### src/rtl/core/aecc_pkg.sv
// Package for the ADC LSB entropy collector: job type, CRC constants and byte step.
`default_nettype none

package aecc_pkg;

  localparam int unsigned WordBits  = 32;
  localparam int unsigned CntBits   = $clog2(WordBits);
  localparam int unsigned QueueDepth = 4;
  localparam int unsigned QPtrBits  = $clog2(QueueDepth);
  localparam int unsigned QCntBits  = $clog2(QueueDepth + 1);

  localparam logic [31:0] CrcPoly   = 32'hEDB8_8320;
  localparam logic [31:0] CrcInit   = 32'hFFFF_FFFF;
  localparam logic [31:0] CrcXorOut = 32'hFFFF_FFFF;

  // One unit of work handed from the front to the back.
  typedef struct packed {
    logic [WordBits-1:0] word;
    logic                err;
  } job_t;

  typedef enum logic [1:0] {
    ST_IDLE,
    ST_CRC,
    ST_EMIT
  } back_state_e;

  // Reflected CRC-32 over one byte, eight bit steps.
  function automatic logic [31:0] crc_byte(logic [31:0] crc, logic [7:0] data);
    logic [31:0] c;
    c = crc ^ {24'h0, data};
    for (int i = 0; i < 8; i++) begin
      if (c[0]) begin
        c = (c >> 1) ^ CrcPoly;
      end else begin
        c = c >> 1;
      end
    end
    return c;
  endfunction

endpackage

`default_nettype wire

### src/rtl/core/aecc_front.sv
// Front end: accept samples, gather LSBs into a word, hand finished words and errors to the queue.
`default_nettype none

module aecc_front
  import aecc_pkg::*;
(
  input  wire logic        clk_i,
  input  wire logic        rst_ni,
  input  wire logic        in_valid_i,
  output logic             in_ready_o,
  input  wire logic        sample_lsb_i,
  input  wire logic        sample_failed_i,
  input  wire logic        q_full_i,
  output logic             q_push_o,
  output job_t             q_job_o
);

  logic [WordBits-1:0] acc_q, acc_d;
  logic [CntBits-1:0]  cnt_q, cnt_d;
  logic [WordBits-1:0] acc_next;
  logic                accept;

  assign in_ready_o = !q_full_i;
  assign accept     = in_valid_i && in_ready_o;

  always_comb begin
    acc_next = acc_q | ({{(WordBits-1){1'b0}}, sample_lsb_i} << cnt_q);
    acc_d    = acc_q;
    cnt_d    = cnt_q;
    q_push_o = 1'b0;
    q_job_o  = '{word: acc_next, err: 1'b0};
    if (accept) begin
      if (sample_failed_i) begin
        // Drop the partial word and report.
        acc_d    = '0;
        cnt_d    = '0;
        q_push_o = 1'b1;
        q_job_o  = '{word: '0, err: 1'b1};
      end else if (cnt_q == CntBits'(WordBits - 1)) begin
        acc_d    = '0;
        cnt_d    = '0;
        q_push_o = 1'b1;
      end else begin
        acc_d = acc_next;
        cnt_d = cnt_q + CntBits'(1);
      end
    end
  end

  always_ff @(posedge clk_i or negedge rst_ni) begin
    if (!rst_ni) begin
      acc_q <= '0;
      cnt_q <= '0;
    end else begin
      acc_q <= acc_d;
      cnt_q <= cnt_d;
    end
  end

endmodule

`default_nettype wire

### src/rtl/core/aecc_queue.sv
// Short job queue between front and back.
`default_nettype none

module aecc_queue
  import aecc_pkg::*;
(
  input  wire logic clk_i,
  input  wire logic rst_ni,
  input  wire logic push_i,
  input  job_t      push_job_i,
  output logic      full_o,
  input  wire logic pop_i,
  output logic      empty_o,
  output job_t      head_o
);

  job_t                slot_q [QueueDepth];
  logic [QPtrBits-1:0] wr_ptr_q, rd_ptr_q;
  logic [QCntBits-1:0] cnt_q;

  assign full_o  = (cnt_q == QCntBits'(QueueDepth));
  assign empty_o = (cnt_q == '0);
  assign head_o  = slot_q[rd_ptr_q];

  always_ff @(posedge clk_i) begin
    if (push_i) begin
      slot_q[wr_ptr_q] <= push_job_i;
    end
  end

  always_ff @(posedge clk_i or negedge rst_ni) begin
    if (!rst_ni) begin
      wr_ptr_q <= '0;
      rd_ptr_q <= '0;
      cnt_q    <= '0;
    end else begin
      if (push_i) begin
        wr_ptr_q <= wr_ptr_q + QPtrBits'(1);
      end
      if (pop_i) begin
        rd_ptr_q <= rd_ptr_q + QPtrBits'(1);
      end
      if (push_i && !pop_i) begin
        cnt_q <= cnt_q + QCntBits'(1);
      end else if (pop_i && !push_i) begin
        cnt_q <= cnt_q - QCntBits'(1);
      end
    end
  end

endmodule

`default_nettype wire

### src/rtl/core/aecc_back.sv
// Back end: run CRC-32 a byte per cycle on queued words, drive the output register.
`default_nettype none

module aecc_back
  import aecc_pkg::*;
(
  input  wire logic        clk_i,
  input  wire logic        rst_ni,
  input  wire logic        q_empty_i,
  input  job_t             q_head_i,
  output logic             q_pop_o,
  output logic             out_valid_o,
  input  wire logic        out_ready_i,
  output logic [31:0]      out_word_o,
  output logic             out_err_o
);

  back_state_e   state_q, state_d;
  logic [1:0]    idx_q, idx_d;
  logic [31:0]   crc_q, crc_d;
  logic [31:0]   word_q, word_d;
  logic          vld_q, vld_d;
  logic [31:0]   oword_q, oword_d;
  logic          oerr_q, oerr_d;
  logic          out_free;

  assign out_free    = !vld_q || out_ready_i;
  assign out_valid_o = vld_q;
  assign out_word_o  = oword_q;
  assign out_err_o   = oerr_q;

  always_comb begin
    state_d = state_q;
    idx_d   = idx_q;
    crc_d   = crc_q;
    word_d  = word_q;
    oword_d = oword_q;
    oerr_d  = oerr_q;
    vld_d   = vld_q && !out_ready_i;
    q_pop_o = 1'b0;
    case (state_q)
      ST_IDLE: begin
        if (!q_empty_i) begin
          if (q_head_i.err) begin
            // Errors skip the CRC and go straight out.
            if (out_free) begin
              q_pop_o = 1'b1;
              vld_d   = 1'b1;
              oword_d = '0;
              oerr_d  = 1'b1;
            end
          end else begin
            q_pop_o = 1'b1;
            word_d  = q_head_i.word;
            crc_d   = CrcInit;
            idx_d   = '0;
            state_d = ST_CRC;
          end
        end
      end
      ST_CRC: begin
        crc_d = crc_byte(crc_q, word_q[{idx_q, 3'b000} +: 8]);
        idx_d = idx_q + 2'd1;
        if (idx_q == 2'd3) begin
          state_d = ST_EMIT;
        end
      end
      ST_EMIT: begin
        if (out_free) begin
          vld_d   = 1'b1;
          oword_d = crc_q ^ CrcXorOut;
          oerr_d  = 1'b0;
          state_d = ST_IDLE;
        end
      end
      default: begin
        state_d = ST_IDLE;
      end
    endcase
  end

  always_ff @(posedge clk_i or negedge rst_ni) begin
    if (!rst_ni) begin
      state_q <= ST_IDLE;
      idx_q   <= '0;
      vld_q   <= 1'b0;
    end else begin
      state_q <= state_d;
      idx_q   <= idx_d;
      vld_q   <= vld_d;
    end
  end

  always_ff @(posedge clk_i) begin
    crc_q   <= crc_d;
    word_q  <= word_d;
    oword_q <= oword_d;
    oerr_q  <= oerr_d;
  end

endmodule

`default_nettype wire

### src/rtl/core/adc_lsb_entropy_crc32_collector.sv
// Top level of the ADC LSB entropy collector with CRC-32 whitening.
//
// Input channel (s_axis): one 12-bit ADC sample per item in tdata, the
// failed-read flag in tuser. Only bit 0 of the sample is kept.
// Output channel (m_axis): one CRC-32 word in tdata and the error flag in
// tuser, emitted after every 32 good samples in a row or for each failed sample.
//
// Throughput: one input item per cycle while the queue has room. The front
// end gathers bits and pushes a job into a four-entry queue; the back end
// runs the CRC one byte per cycle, so a word result passes from the queue
// through the four CRC steps and the emit state to the output register. An
// error result skips the CRC and goes from the queue to the output register.
// A word job holds the back end through its pop, CRC and emit states and an
// error job only for its pop, so failed samples that arrive back to back
// right after a completed word fill the queue and pull s_axis_tready_o low.
//
// Reset clears the bit count, accumulator, queue and output valid.
// When the receiver stalls, the output register holds its item, the back
// end waits, the queue fills, and s_axis_tready_o drops once it is full.
`default_nettype none

module adc_lsb_entropy_crc32_collector
  import aecc_pkg::*;
(
  input  wire logic        clk_i,
  input  wire logic        rst_ni,
  input  wire logic        s_axis_tvalid_i,
  output logic             s_axis_tready_o,
  input  wire logic [15:0] s_axis_tdata_i,   // [11:0] sample, [15:12] zero
  input  wire logic        s_axis_tuser_i,   // [0] sample_failed
  output logic             m_axis_tvalid_o,
  input  wire logic        m_axis_tready_i,
  output logic [31:0]      m_axis_tdata_o,   // [31:0] random_word
  output logic             m_axis_tuser_o    // [0] error
);

  logic q_push, q_pop, q_full, q_empty;
  job_t push_job, head_job;

  // Front: accept and classify samples.
  aecc_front u_front (
    .clk_i           (clk_i),
    .rst_ni          (rst_ni),
    .in_valid_i      (s_axis_tvalid_i),
    .in_ready_o      (s_axis_tready_o),
    .sample_lsb_i    (s_axis_tdata_i[0]),
    .sample_failed_i (s_axis_tuser_i),
    .q_full_i        (q_full),
    .q_push_o        (q_push),
    .q_job_o         (push_job)
  );

  // Queue: decouple sample intake from CRC work and output stalls.
  aecc_queue u_queue (
    .clk_i      (clk_i),
    .rst_ni     (rst_ni),
    .push_i     (q_push),
    .push_job_i (push_job),
    .full_o     (q_full),
    .pop_i      (q_pop),
    .empty_o    (q_empty),
    .head_o     (head_job)
  );

  // Back: whiten words and present results.
  aecc_back u_back (
    .clk_i       (clk_i),
    .rst_ni      (rst_ni),
    .q_empty_i   (q_empty),
    .q_head_i    (head_job),
    .q_pop_o     (q_pop),
    .out_valid_o (m_axis_tvalid_o),
    .out_ready_i (m_axis_tready_i),
    .out_word_o  (m_axis_tdata_o),
    .out_err_o   (m_axis_tuser_o)
  );

endmodule

`default_nettype wire
### config.mk
export PLATFORM = sky130hd
export DESIGN_NAME = adc_lsb_entropy_crc32_collector
export DESIGN_NICKNAME = d
export VERILOG_FILES = /design/src/rtl/core/aecc_pkg.sv /design/src/rtl/core/aecc_front.sv /design/src/rtl/core/aecc_queue.sv /design/src/rtl/core/aecc_back.sv /design/src/rtl/core/adc_lsb_entropy_crc32_collector.sv
export SDC_FILE = /design/constraint.sdc
export NUM_CORES = 1
export LEC_CHECK = 0
export BUFFER_PORTS_ARGS = -buffer_cell sky130_fd_sc_hd__buf_4
export CAP_MARGIN = 20
export CORE_ASPECT_RATIO = 0.5
export CORE_MARGIN = 2
export CORE_UTILIZATION = 55
export DETAILED_ROUTE_END_ITERATION = 12
export PLACE_DENSITY = 0.75
export REMOVE_ABC_BUFFERS = 1
export SLEW_MARGIN = 15
export SYNTH_ARGS = -nofsm -noshare
export SYNTH_HDL_FRONTEND = slang
export SYNTH_HIERARCHICAL = 1
export SYNTH_SLANG_ARGS = --single-unit
export TNS_END_PERCENT = 50
### constraint.sdc
create_clock -name clk_i -period 5.1 [get_ports clk_i]
set_input_delay 0.765 -clock clk_i [delete_from_list [all_inputs] [get_ports clk_i]]
set_output_delay 0.765 -clock clk_i [all_outputs]
set_load 0.005 [all_outputs]
== Word-level counts from Yosys, hierarchy flattened ==
Memories as Yosys holds them, arrays and structs flattened.
Index checks and enable logic that the tools add are counted.

* Memories: 1
* Register bits: 146
* Bits in latches: 0
* Logic and storage cells: 121
* Bits in writable memories: 132
* Output and inout bits: 35
* ROM bits: 0
* Bits of input ports: 21

{| class="wikitable"
|+ Memories
! name !! words !! width !! rd ports !! clocked after memory_dff !! write ports !! line !! RTL
|-
| u_queue.slot_q || 4 || 33 || 1 || 0 || 1 || aecc_queue.sv:17 || <nowiki>job_t slot_q [QueueDepth];</nowiki>
|}

* Muxes and demuxes: 57
* Equal/unequal tests: 11
* Reduce and logical (&&, ||, !) cells: 19
* Bitwise gates (word level): 13
* $add $sub $neg: 6
* $mul: 0
* Divide/modulo/power cells: 0
* Shift operators: 2
* $lt $le $gt $ge: 0

{| class="wikitable"
|+ Operators by type and width
! cell !! number
|-
| $mux W32 || 23
|-
| $pmux W32 S2 || 2
|-
| $not A13 Y14 || 8
|-
| $mux W33 || 2
|-
| $not A32 Y32 || 1
|-
| $or A32 B32 Y32 || 1
|-
| $shiftx A32 B6 Y8 || 1
|-
| $shl A1 B5 Y32 || 1
|-
| $xor A32 B8 Y32 || 1
|-
| $mux W1 || 16
|-
| $mux W2 || 6
|-
| $mux W5 || 2
|-
| $add A2 B1 Y2 const B || 3
|-
| $mux W3 || 2
|-
| $ne A2 B1 Y1 const B || 3
|-
| $ne A2 B2 Y1 const B || 3
|-
| $pmux W2 S3 || 1
|-
| $reduce_and A3 Y1 || 2
|-
| $reduce_bool A2 Y1 || 3
|-
| $add A5 B1 Y5 const B || 1
|-
| $eq A5 B5 Y1 const B || 1
|-
| $logic_not A1 Y1 || 5
|-
| $reduce_and A5 Y1 || 1
|-
| $eq A2 B2 Y1 const B || 2
|-
| other kinds (12) || 17
|}

== Depth between registers and ports, before layout ==
Gate-level depths: netlist of the first run.

* Depth in word-level cells: 26
* Gate-level depth with buffers: 12
* Depth with buffers taken out: 11

== Hierarchy ==
Netlist of the first run, hierarchy kept.

{| class="wikitable"
|+ By module, submodules not included
! module !! area an instance (um^2) !! cells an instance !! times used !! seq. area each (um^2)
|-
| aecc_queue || 5207.5 || 207 || 1 || 4139.0
|-
| aecc_back || 4475.5 || 278 || 1 || 3037.9
|-
| aecc_front || 1943.1 || 231 || 1 || 925.9
|}

== Least setup slack after synthesis of the first run ==
OpenSTA, ideal clock, no wires.

* Path type: flip-flop to flip-flop
* Start point: register u_queue.rd_ptr_q[0]
* End point: register u_back.word_q[0], enable pin
* Buffers on the path: 2
* Library setup time: 0.504 ns
* Setup slack: 0.266 ns
* Arrival time: 4.330 ns
* Clock period less this slack: 4.834 ns
* Required time: 4.596 ns
* Cell stages (with the launch flop): 5
* Cell sequence: dfrtp_1 > buf_6 > buf_12 > mux4_2 > nor4_1

{| class="wikitable"
|+ RTL lines
! what !! line !! RTL
|-
| start: declaration || aecc_queue.sv:18 || <nowiki>logic [QPtrBits-1:0] wr_ptr_q, rd_ptr_q;</nowiki>
|-
| start signal: assignment || aecc_queue.sv:41 || <nowiki>rd_ptr_q <= rd_ptr_q + QPtrBits'(1);</nowiki>
|-
| end signal: assignment || aecc_back.sv:96 || <nowiki>word_q <= word_d;</nowiki>
|-
| end: declaration || aecc_back.sv:21 || <nowiki>logic [31:0] word_q, word_d;</nowiki>
|}

== Worst setup path in the final report of the first run ==
* Start point: register u_front.cnt_q[1]
* End point: register u_queue.cnt_q[2]

* Word-level cells in the longest chain between the ends: 7
* Elaborated cells between the ends (all ways): 9
* Those cells by class: 1 x eq/ne; 4 x mux; 4 x reduce/logical

{| class="wikitable"
|+ RTL lines
! what !! line !! RTL
|-
| start: declaration || aecc_front.sv:19 || <nowiki>logic [CntBits-1:0] cnt_q, cnt_d;</nowiki>
|-
| start signal: assignment || aecc_front.sv:56 || <nowiki>cnt_q <= cnt_d;</nowiki>
|-
| $eq A5 B5 Y1 * || aecc_front.sv:39 || <nowiki>end else if (cnt_q == CntBits'(WordBits - 1)) begin</nowiki>
|-
| $mux W1 * || aecc_front.sv:39 ||
|-
| $mux W1 * || aecc_front.sv:33 || <nowiki>if (sample_failed_i) begin</nowiki>
|-
| $mux W1 * || aecc_front.sv:32 || <nowiki>if (accept) begin</nowiki>
|-
| via q_push || adc_lsb_entropy_crc32_collector.sv:37 || <nowiki>logic q_push, q_pop, q_full, q_empty;</nowiki>
|-
| $logic_not A1 Y1 || aecc_queue.sv:45 || <nowiki>end else if (pop_i && !push_i) begin</nowiki>
|-
| $logic_and A1 B1 Y1 || aecc_queue.sv:45 ||
|-
| $reduce_bool A2 Y1 (no line) || - ||
|-
| end signal: assignment || aecc_queue.sv:44 || <nowiki>cnt_q <= cnt_q + QCntBits'(1);</nowiki>
|-
| end signal: assignment || aecc_queue.sv:46 || <nowiki>cnt_q <= cnt_q - QCntBits'(1);</nowiki>
|-
| end: declaration || aecc_queue.sv:19 || <nowiki>logic [QCntBits-1:0] cnt_q;</nowiki>
|}

The timed path passes the listed nets; every way through them passes the cells marked *.
A chain may end at the register's enable or synchronous reset.

==> flow_summary.html, run 1 <==
<table>
<tr><th>Metric</th><th>Value</th></tr>
<tr><th colspan="2">Status</th></tr>
<tr><td>Result of the run</td><td>completed</td></tr>
<tr><th colspan="2">Floorplan</th></tr>
<tr><td>Floorplan Core Area</td><td>20600 µm²</td></tr>
<tr><td>Starting utilization of the core area</td><td>0.563</td></tr>
<tr><td>Vert. Die Dim</td><td>107 µm</td></tr>
<tr><td>Number of I/O pins</td><td>56</td></tr>
<tr><td>Die span in x</td><td>210 µm</td></tr>
<tr><td>Area of the die</td><td>22400 µm²</td></tr>
<tr><td>Row count</td><td>37</td></tr>
<tr><th colspan="2">Yosys</th></tr>
<tr><td>Sequential share of the synthesized area</td><td>0.697</td></tr>
<tr><td>Share of synthesized registers carrying an async set or reset</td><td>0.176</td></tr>
<tr><td>Fraction of post-synthesis cell area in the top cell type by area</td><td>0.591</td></tr>
<tr><td>Number of synthesized register bits</td><td>278</td></tr>
<tr><td>Synth warnings</td><td>6</td></tr>
<tr><td>Synth Flop Type</td><td>sky130_fd_sc_hd__edfxtp_1</td></tr>
<tr><td>Mean area per synthesized cell</td><td>16.2 µm²</td></tr>
<tr><td>Post-Syn Area</td><td>11600 µm²</td></tr>
<tr><td>Number of flops mapped to enable cells by yosys</td><td>229</td></tr>
<tr><td>Dominant cells by area after synthesis</td><td>sky130_fd_sc_hd__edfxtp_1 59%, sky130_fd_sc_hd__dfrtp_1 11%, sky130_fd_sc_hd__mux4_2 7.0%</td></tr>
<tr><td>Count of different cell masters after synthesis</td><td>44</td></tr>
<tr><td>Cell taking the most area after synthesis</td><td>sky130_fd_sc_hd__edfxtp_1</td></tr>
<tr><td>Number of instances in the synthesized netlist</td><td>716</td></tr>
<tr><th colspan="2">Timing</th></tr>
<tr><td>Least-Margin Pin Slew</td><td>0.984 ns</td></tr>
<tr><td>RSZ-0062 raised after global routing</td><td>false</td></tr>
<tr><td>F_max</td><td>308 MHz</td></tr>
<tr><td>Fin Clk Skew</td><td>0.0137 ns</td></tr>
<tr><td>Max Transition Viols Final</td><td>0</td></tr>
<tr><td>Slew HR</td><td>0.341</td></tr>
<tr><td>Worst setup slack after layout</td><td>1.85 ns</td></tr>
<tr><td>Final Hold Fails</td><td>0</td></tr>
<tr><td>Final period demand of the worst path</td><td>3.25 ns</td></tr>
<tr><td>Period utilisation layout</td><td>0.636</td></tr>
<tr><td>Total of endpoints with negative setup slack in the final report</td><td>0</td></tr>
<tr><th colspan="2">Clocking</th></tr>
<tr><td>Hold buffer count at cts</td><td>0</td></tr>
<tr><td>Number of H-tree branching levels</td><td>1</td></tr>
<tr><td>Clk root buf</td><td>sky130_fd_sc_hd__clkbuf_16</td></tr>
<tr><td>Clock buffers created by TritonCTS</td><td>25</td></tr>
<tr><td>Longest Clk Path Bufs</td><td>3</td></tr>
<tr><td>CTS sink count</td><td>278</td></tr>
<tr><td>Post-cts gate resize count</td><td>0</td></tr>
<tr><td>TritonCTS clock tree</td><td>yes</td></tr>
<tr><td>Buffers inserted during post-CTS setup optimization</td><td>0</td></tr>
<tr><td>Clock transition time at the flip-flop clock pins of the worst setup and hold paths</td><td>0.06 ns</td></tr>
<tr><td>Skew-Pair Late Insertion Delay</td><td>0.51 ns</td></tr>
<tr><th colspan="2">Setup path</th></tr>
<tr><td>Category of the critical setup timing path</td><td>flop to flop</td></tr>
<tr><td>Maximum fanout encountered on the critical timing path</td><td>43</td></tr>
<tr><td>CP max-delay cell</td><td>sky130_fd_sc_hd__nor2_4</td></tr>
<tr><td>Required time of the critical path</td><td>5.53 ns</td></tr>
<tr><td>Highest cell delay on the worst timing path</td><td>0.71 ns</td></tr>
<tr><td>Cell breakdown of the critical path</td><td>ha_1, and3_1, ha_1, nor2_1, nor2_4, ha_1, inv_1, fa_1, xor2_1, nor2_1, xor2_1</td></tr>
<tr><td>CP arrival</td><td>3.67 ns</td></tr>
<tr><td>Worst setup SP type</td><td>flop</td></tr>
<tr><td>Worst setup EP type</td><td>flop</td></tr>
<tr><td>Most repeated library cell on the critical path</td><td>sky130_fd_sc_hd__ha_1</td></tr>
<tr><th colspan="2">Job</th></tr>
<tr><td>Max cap viols</td><td>0</td></tr>
<tr><th colspan="2">Power and ir drop</th></tr>
<tr><td>Power density over the cells</td><td>778 nW/µm²</td></tr>
<tr><td>Maximum vdd drop</td><td>0.000434 V</td></tr>
<tr><td>Total leakage power</td><td>4.66 nW</td></tr>
<tr><th colspan="2">Global routing</th></tr>
<tr><td>Routing usage on met1</td><td>0.280</td></tr>
<tr><td>Total global routing track utilization</td><td>0.192</td></tr>
<tr><td>Met3 global-route usage</td><td>0.0404</td></tr>
<tr><td>Antenna violations before repair</td><td>0</td></tr>
<tr><td>Most used routing layer in global routing</td><td>met2</td></tr>
<tr><td>Largest net degree at the start of global routing</td><td>50</td></tr>
<tr><td>First-pass GRT wire length</td><td>32.8 mm</td></tr>
<tr><td>GR met2 Demand/Resource</td><td>0.307</td></tr>
<tr><td>Congestion Overflow GR</td><td>0</td></tr>
<tr><td>Number of global-route vias before repair</td><td>5883</td></tr>
<tr><th colspan="2">Place</th></tr>
<tr><td>Place WS</td><td>1.91 ns</td></tr>
<tr><td>I/O Buffers</td><td>40</td></tr>
<tr><td>RD Place Congestion</td><td>0.768</td></tr>
<tr><td>Post-DP Area</td><td>12100 µm²</td></tr>
<tr><td>Detailed placer's ending HPWL</td><td>12.4 mm</td></tr>
<tr><th colspan="2">Cells and area</th></tr>
<tr><td>Most common library cell in the layout ignoring fill and taps</td><td>sky130_fd_sc_hd__edfxtp_1</td></tr>
<tr><td>Most used cells in the layout excluding fill and tap cells</td><td>229 x sky130_fd_sc_hd__edfxtp_1, 104 x sky130_fd_sc_hd__nor2_1, 59 x sky130_fd_sc_hd__a21oi_1</td></tr>
<tr><td># nets final</td><td>786</td></tr>
<tr><td>Final std cell area, no fill</td><td>12900 µm²</td></tr>
<tr><td>Layout cell share with drive strength beyond 1</td><td>0.195</td></tr>
<tr><td>Layout Area Growth over Synthesis</td><td>10.6%</td></tr>
<tr><td>Diodes inserted</td><td>0</td></tr>
<tr><th colspan="2">Detailed routing</th></tr>
<tr><td>Routed wirelength normalized by instance count</td><td>20.2 µm</td></tr>
<tr><td>Post-route antenna net violation count</td><td>0</td></tr>
<tr><td>DRC violation count after routing</td><td>0</td></tr>
<tr><td>Post-detailed-routing wire length</td><td>21.2 mm</td></tr>
<tr><td>Number of search-and-repair iterations in the first detailed-routing pass</td><td>5</td></tr>
<tr><td>Via total after detailed routing</td><td>5999</td></tr>
<tr><td>Initial DRC Count</td><td>769</td></tr>
<tr><td>Routed vias/inst</td><td>5.73</td></tr>
<tr><th colspan="2">Min path</th></tr>
<tr><td>Hold WC Path Type</td><td>input pin to asynchronous set/reset pin</td></tr>
</table>
[cell type report]
class / instances / area (µm²)
timing repair buffer: 53 / 398
clock buffer: 32 / 672
tap: 273 / 342
multi-input combinational: 389 / 3260
inverter: 9 / 33.8
sequential: 278 / 8100
fill: 1445 / 7780
clock inverter: 13 / 57.6
[synthesized netlist by cell type, drive strengths merged (2+ instances only)]
| master | number |
|---|---|
| mux4 | 41 |
| clkbuf | 14 |
| a31oi | 6 |
| xnor2 | 55 |
| a21oi | 59 |
| buf | 26 |
| nand2 | 36 |
| nor4bb | 2 |
| nor2 | 107 |
| o21ai | 6 |
| o21bai | 3 |
| dfrtp | 49 |
| and4bb | 3 |
| and2 | 5 |
| and4b | 5 |
| nand3b | 2 |
| inv | 9 |
| nor4b | 2 |
| xor2 | 24 |
| nor2b | 6 |
| ha | 8 |
| nand2b | 7 |
| edfxtp | 229 |
[sequential cells by signal (all words and copies together), names as in the netlist]
name	flops
u_back/state_q	2
u_queue/slot_q	132
u_back/out_valid_o	1
u_back/crc_q	32
u_back/word_q	32
u_front/cnt_q	5
u_queue/rd_ptr_q	2
u_back/out_err_o	1
u_back/idx_q	2
u_queue/wr_ptr_q	2
u_front/acc_q	32
u_back/out_word_o	32
u_queue/cnt_q	3
[worst paths after layout]
path                              startpoint  cells past startpoint                   to  slack (ns)
max                         u_front/cnt_q[1]                     11     u_queue/cnt_q[2]        1.85
max in group asynchronous             rst_ni                      1  u_queue/rd_ptr_q[0]        4.33
min                                   rst_ni                      1     u_queue/cnt_q[1]        0.28
min reg2reg                u_front/acc_q[22]                      2    u_front/acc_q[22]        0.50
min in group clk_i           m_axis_tready_i                      2    u_back/state_q[1]        0.45
max reg2reg                 u_front/cnt_q[1]                     11     u_queue/cnt_q[2]        1.85
[per-layer routing]
layer / part of all wire / routed length [µm]
met5: 0 / 0
met3: 0.067 / 1430
met4: 0.012 / 247
met1: 0.44 / 9250
met2: 0.48 / 10200
[through the flow]
step	std cells	setup TNS [ns]	total power [mW]	hold WS, ns	utilization
finish	1047	0	10.0	0.276	0.623
global route	1047	0	10.6	0.322	0.623
global placement	1002	0	8.20	0.473	0.587
detailed placement	1002	0	8.35	0.483	0.587
CTS	1047	0	10.1	0.307	0.623
floorplan	676	-22.23	7.28	0.456	-
[cells by family after synthesis]
family	count (synthesis)	synth area share
xor+xnor	79	0.0760
buf+inv	49	0.0250
fa+ha+maj	9	0.0103
mux	42	0.0820
compound gates	77	0.0353
simple gates	182	0.0745
flops	278	0.697
[critical path: cells and delay by family, from the launching register on]
kind / cells / cell delay, ns
xor+xnor: 2 / 0.32
flops: 1 / 0.63
buf+inv: 1 / 0.06
fa+ha+maj: 4 / 1.09
simple gates: 4 / 1.07
[power breakdown]
| group | switching, mW | internal (mW) |
|---|---|---|
| logic | 2.45 | 2.12 |
| clock network | 0.766 | 0.927 |
| registers | 0.349 | 3.39 |
Note: power is estimated with default switching activity, not from simulation.
==> inputs of run 2 (changes only) <==
- clock period: 5.1 -> 2.7 ns (I/O delays scaled with it)
==> flow_summary.html, run 2 (same netlist as run 1, synthesis figures left out) <==
<table>
<tr><th>Metric</th><th>Value</th></tr>
<tr><th colspan="2">Status</th></tr>
<tr><td>Result of the run</td><td>completed (unchanged)</td></tr>
<tr><th colspan="2">Power and ir drop</th></tr>
<tr><td>Net switching component of the power</td><td>6.70 mW (was 3.57 mW)</td></tr>
<tr><td>Internal power</td><td>12.6 mW (was 6.44 mW)</td></tr>
<tr><td>Combinational share of power</td><td>0.477 (was 0.457)</td></tr>
<tr><td>Proportion of power drawn by the clock network</td><td>0.164 (was 0.169)</td></tr>
<tr><td>Maximum vdd drop</td><td>0.000905 V (was 0.000434 V)</td></tr>
<tr><td>Reg power frac</td><td>0.359 (was 0.374)</td></tr>
<tr><td>Total leakage power</td><td>4.79 nW (was 4.66 nW)</td></tr>
<tr><td>Switching part of the total</td><td>0.348 (was 0.357)</td></tr>
<tr><td>Power density over the cells</td><td>1470 nW/µm² (was 778 nW/µm²)</td></tr>
<tr><th colspan="2">Setup path</th></tr>
<tr><td>Required time of the critical path</td><td>3.10 ns (was 5.53 ns)</td></tr>
<tr><td>CP arrival</td><td>2.98 ns (was 3.67 ns)</td></tr>
<tr><td>Critical path destination</td><td>u_queue/cnt_q[1] (was u_queue/cnt_q[2])</td></tr>
<tr><td>Cell breakdown of the critical path</td><td>mux4_2, a2111oi_2, buf_4, inv_1, ha_1, inv_1, fa_1, mux2_2 (was ha_1, and3_1, ha_1, nor2_1, nor2_4, ha_1, inv_1, fa_1, xor2_1, nor2_1, xor2_1)</td></tr>
<tr><td>Setup slack on the worst flop-to-flop path</td><td>0.12 ns (was 1.85 ns)</td></tr>
<tr><td>Cell depth of the worst setup path</td><td>8 (was 11)</td></tr>
<tr><td>Start of the worst register-to-register path</td><td>u_queue/rd_ptr_q[0] (was u_front/cnt_q[1])</td></tr>
<tr><td>Most repeated library cell on the critical path</td><td>sky130_fd_sc_hd__inv_1 (was sky130_fd_sc_hd__ha_1)</td></tr>
<tr><td>Crit Reg-Reg Endpoint</td><td>u_queue/cnt_q[1] (was u_queue/cnt_q[2])</td></tr>
<tr><td>Category of the critical setup timing path</td><td>flop to flop (unchanged)</td></tr>
<tr><td>Worst setup EP type</td><td>flop (unchanged)</td></tr>
<tr><td>CP max-delay cell</td><td>sky130_fd_sc_hd__mux4_2 (was sky130_fd_sc_hd__nor2_4)</td></tr>
<tr><td>Worst setup SP type</td><td>flop (unchanged)</td></tr>
<tr><td>Critical Path Start</td><td>u_queue/rd_ptr_q[0] (was u_front/cnt_q[1])</td></tr>
<tr><td>CP bufs+invs</td><td>3 (was 1)</td></tr>
<tr><td>Highest cell delay on the worst timing path</td><td>0.54 ns (was 0.71 ns)</td></tr>
<tr><td>CP top delay family</td><td>multiplexers (was adder cells)</td></tr>
<tr><td>Maximum fanout encountered on the critical timing path</td><td>3 (was 43)</td></tr>
<tr><td>Number of cells on the worst reg-to-reg path</td><td>8 (was 11)</td></tr>
<tr><th colspan="2">Min path</th></tr>
<tr><td>Hold WC Path Type</td><td>input pin to flop (was input pin to asynchronous set/reset pin)</td></tr>
<tr><td>Hold path start</td><td>m_axis_tready_i</td></tr>
<tr><td>Cell count of the worst hold path</td><td>2</td></tr>
<tr><th colspan="2">Cells and area</th></tr>
<tr><td>Most common library cell in the layout ignoring fill and taps</td><td>sky130_fd_sc_hd__edfxtp_1 (unchanged)</td></tr>
<tr><td>Layout cell share with drive strength beyond 1</td><td>0.217 (was 0.195)</td></tr>
<tr><td>Sequential cell area</td><td>8100 µm² (unchanged)</td></tr>
<tr><td>Count of placed standard cells in the final layout, fillers left out</td><td>1074 (was 1047)</td></tr>
<tr><td>Filler cell count in the final layout</td><td>1421 (was 1445)</td></tr>
<tr><td>Flip-flop count of the largest register, all copies and words added</td><td>132 (unchanged)</td></tr>
<tr><td>Diodes inserted</td><td>0 (unchanged)</td></tr>
<tr><td>Layout Area Growth over Synthesis</td><td>12.8% (was 10.6%)</td></tr>
<tr><td>Multi-input gate area</td><td>3260 µm² (unchanged)</td></tr>
<tr><td># nets final</td><td>813 (was 786)</td></tr>
<tr><td>Register containing the most flip-flops in the final layout</td><td>u_queue/slot_q (unchanged)</td></tr>
<tr><td>Most used cells in the layout excluding fill and tap cells</td><td>229 x sky130_fd_sc_hd__edfxtp_1, 104 x sky130_fd_sc_hd__nor2_1, 75 x sky130_fd_sc_hd__buf_4 (was 229 x sky130_fd_sc_hd__edfxtp_1, 104 x sky130_fd_sc_hd__nor2_1, 59 x sky130_fd_sc_hd__a21oi_1)</td></tr>
<tr><th colspan="2">Timing</th></tr>
<tr><td>Worst setup slack after layout</td><td>0.119 ns (was 1.85 ns)</td></tr>
<tr><td>RSZ-0062 raised after global routing</td><td>false (unchanged)</td></tr>
<tr><td>Final Hold Fails</td><td>0 (unchanged)</td></tr>
<tr><td>Final period demand of the worst path</td><td>2.58 ns (was 3.25 ns)</td></tr>
<tr><td>Period utilisation layout</td><td>0.956 (was 0.636)</td></tr>
<tr><td>Fin Clk Skew</td><td>0.0172 ns (was 0.0137 ns)</td></tr>
<tr><td>Total of endpoints with negative setup slack in the final report</td><td>0 (unchanged)</td></tr>
<tr><td>F_max</td><td>387 MHz (was 308 MHz)</td></tr>
<tr><td>Max Transition Viols Final</td><td>0 (unchanged)</td></tr>
<tr><td>Slew HR</td><td>0.494 (was 0.341)</td></tr>
<tr><td>Least-Margin Pin Slew</td><td>0.757 ns (was 0.984 ns)</td></tr>
<tr><th colspan="2">Floorplan</th></tr>
<tr><td>Die span in x</td><td>210 µm (unchanged)</td></tr>
<tr><td>Vert. Die Dim</td><td>107 µm (unchanged)</td></tr>
<tr><td>Number of I/O pins</td><td>56 (unchanged)</td></tr>
<tr><td>Row count</td><td>37 (unchanged)</td></tr>
<tr><td>Starting utilization of the core area</td><td>0.563 (unchanged)</td></tr>
<tr><td>Area of the die</td><td>22400 µm² (unchanged)</td></tr>
<tr><td>Floorplan Core Area</td><td>20600 µm² (unchanged)</td></tr>
<tr><th colspan="2">Detailed routing</th></tr>
<tr><td>Via total after detailed routing</td><td>5988 (was 5999)</td></tr>
<tr><td>Number of search-and-repair iterations in the first detailed-routing pass</td><td>5 (unchanged)</td></tr>
<tr><td>Post-detailed-routing wire length</td><td>20.9 mm (was 21.2 mm)</td></tr>
<tr><td>Routed wirelength normalized by instance count</td><td>19.5 µm (was 20.2 µm)</td></tr>
<tr><td>DRC violation count after routing</td><td>0 (unchanged)</td></tr>
<tr><td>Routed vias/inst</td><td>5.58 (was 5.73)</td></tr>
<tr><td>Post-route antenna net violation count</td><td>0 (unchanged)</td></tr>
<tr><td>Initial DRC Count</td><td>548 (was 769)</td></tr>
<tr><th colspan="2">Clocking</th></tr>
<tr><td>CTS sink count</td><td>278 (unchanged)</td></tr>
<tr><td>TritonCTS clock tree</td><td>yes (unchanged)</td></tr>
<tr><td>Number of H-tree branching levels</td><td>1 (unchanged)</td></tr>
<tr><td>Buffers inserted during post-CTS setup optimization</td><td>0 (unchanged)</td></tr>
<tr><td>Longest Clk Path Bufs</td><td>3 (unchanged)</td></tr>
<tr><td>Clk root buf</td><td>sky130_fd_sc_hd__clkbuf_16 (unchanged)</td></tr>
<tr><td>Clock transition time at the flip-flop clock pins of the worst setup and hold paths</td><td>0.07 ns (was 0.06 ns)</td></tr>
<tr><td>Skew-Pair Late Insertion Delay</td><td>0.52 ns (was 0.51 ns)</td></tr>
<tr><td>Clock buffers created by TritonCTS</td><td>24 (was 25)</td></tr>
<tr><th colspan="2">Global routing</th></tr>
<tr><td>Largest net degree at the start of global routing</td><td>50 (unchanged)</td></tr>
<tr><td>Antenna violations before repair</td><td>0 (unchanged)</td></tr>
<tr><td>Total global routing track utilization</td><td>0.193 (was 0.192)</td></tr>
<tr><td>First-pass GRT wire length</td><td>33.1 mm (was 32.8 mm)</td></tr>
<tr><td>Number of global-route vias before repair</td><td>5976 (was 5883)</td></tr>
<tr><td>Congestion Overflow GR</td><td>0 (unchanged)</td></tr>
<tr><th colspan="2">Place</th></tr>
<tr><td>Place WS</td><td>0.0314 ns (was 1.91 ns)</td></tr>
<tr><td>Detailed placer's ending HPWL</td><td>12.5 mm (was 12.4 mm)</td></tr>
<tr><td>Cell count after placement</td><td>1029 (was 1002)</td></tr>
<tr><td>I/O Buffers</td><td>40 (unchanged)</td></tr>
<tr><td>RD Place Congestion</td><td>0.807 (was 0.768)</td></tr>
<tr><th colspan="2">Job</th></tr>
<tr><td>Max cap viols</td><td>0 (unchanged)</td></tr>
</table>
-- run 2: stage by stage --
step	area (µm²)	power [mW]	hold slack, ns	util	setup TNS (ns)
after global routing	13100	20.5	0.0913	0.635	0
final	13100	19.3	0.0962	0.635	0
after CTS	13100	19.5	0.0762	0.635	0
after floorplan	11400	13.7	0.109	-	-188.39
after detailed placement	12400	16.3	0.477	0.600	0
after global placement	12400	16.0	0.466	0.600	-0.0479
-- run 2: what timing repair did --
action | CTS | global route
endpoints found under the setup margin | 1 | 1
endpoints found under the hold margin | 49 | 0
cloned | 0 | 0
hold buffers | 1 | 0
gates resized for setup | 1 | 1
-- run 2: metal layers --
| metal | global-route usage | routed length, µm |
|---|---|---|
| met3 | 0.0442 | 1580 |
| met4 | 0.0405 | 312 |
| met2 | 0.314 | 10100 |
| met5 | 0 | 0 |
| met1 | 0.273 | 8910 |
-- run 2: final cells by class --
| type | instances | area share |
|---|---|---|
| flip-flops and latches | 278 | 0.618 |
| multi-input cells | 389 | 0.248 |
| clock buffers | 36 | 0.0516 |
| repair buffers | 81 | 0.0513 |
| well taps | 273 | 0.0260 |
| clock inverters | 8 | 0.00267 |
| inverters | 9 | 0.00257 |
-- run 2: worst min-delay path by stage --
stage                     slack (ns)             endpoint
final                            0.1    u_back/state_q[1]
after global routing            0.09    u_back/state_q[1]
after CTS                       0.08    u_back/state_q[1]
after detailed placement        0.48  u_queue/wr_ptr_q[0]
after global placement          0.47  u_queue/wr_ptr_q[0]
after floorplan                 0.11      u_back/idx_q[0]
-- run 2: power by group through the flow --
stage / Sequential (mW) / Combinational (mW) / Clock [mW]
final: 6.92 / 9.21 / 3.16
after global routing: 7.02 / 10.2 / 3.38
after CTS: 6.93 / 9.36 / 3.24
after detailed placement: 6.98 / 9.30 / 0
after global placement: 6.93 / 9.09 / 0
after floorplan: 7.15 / 6.59 / 0
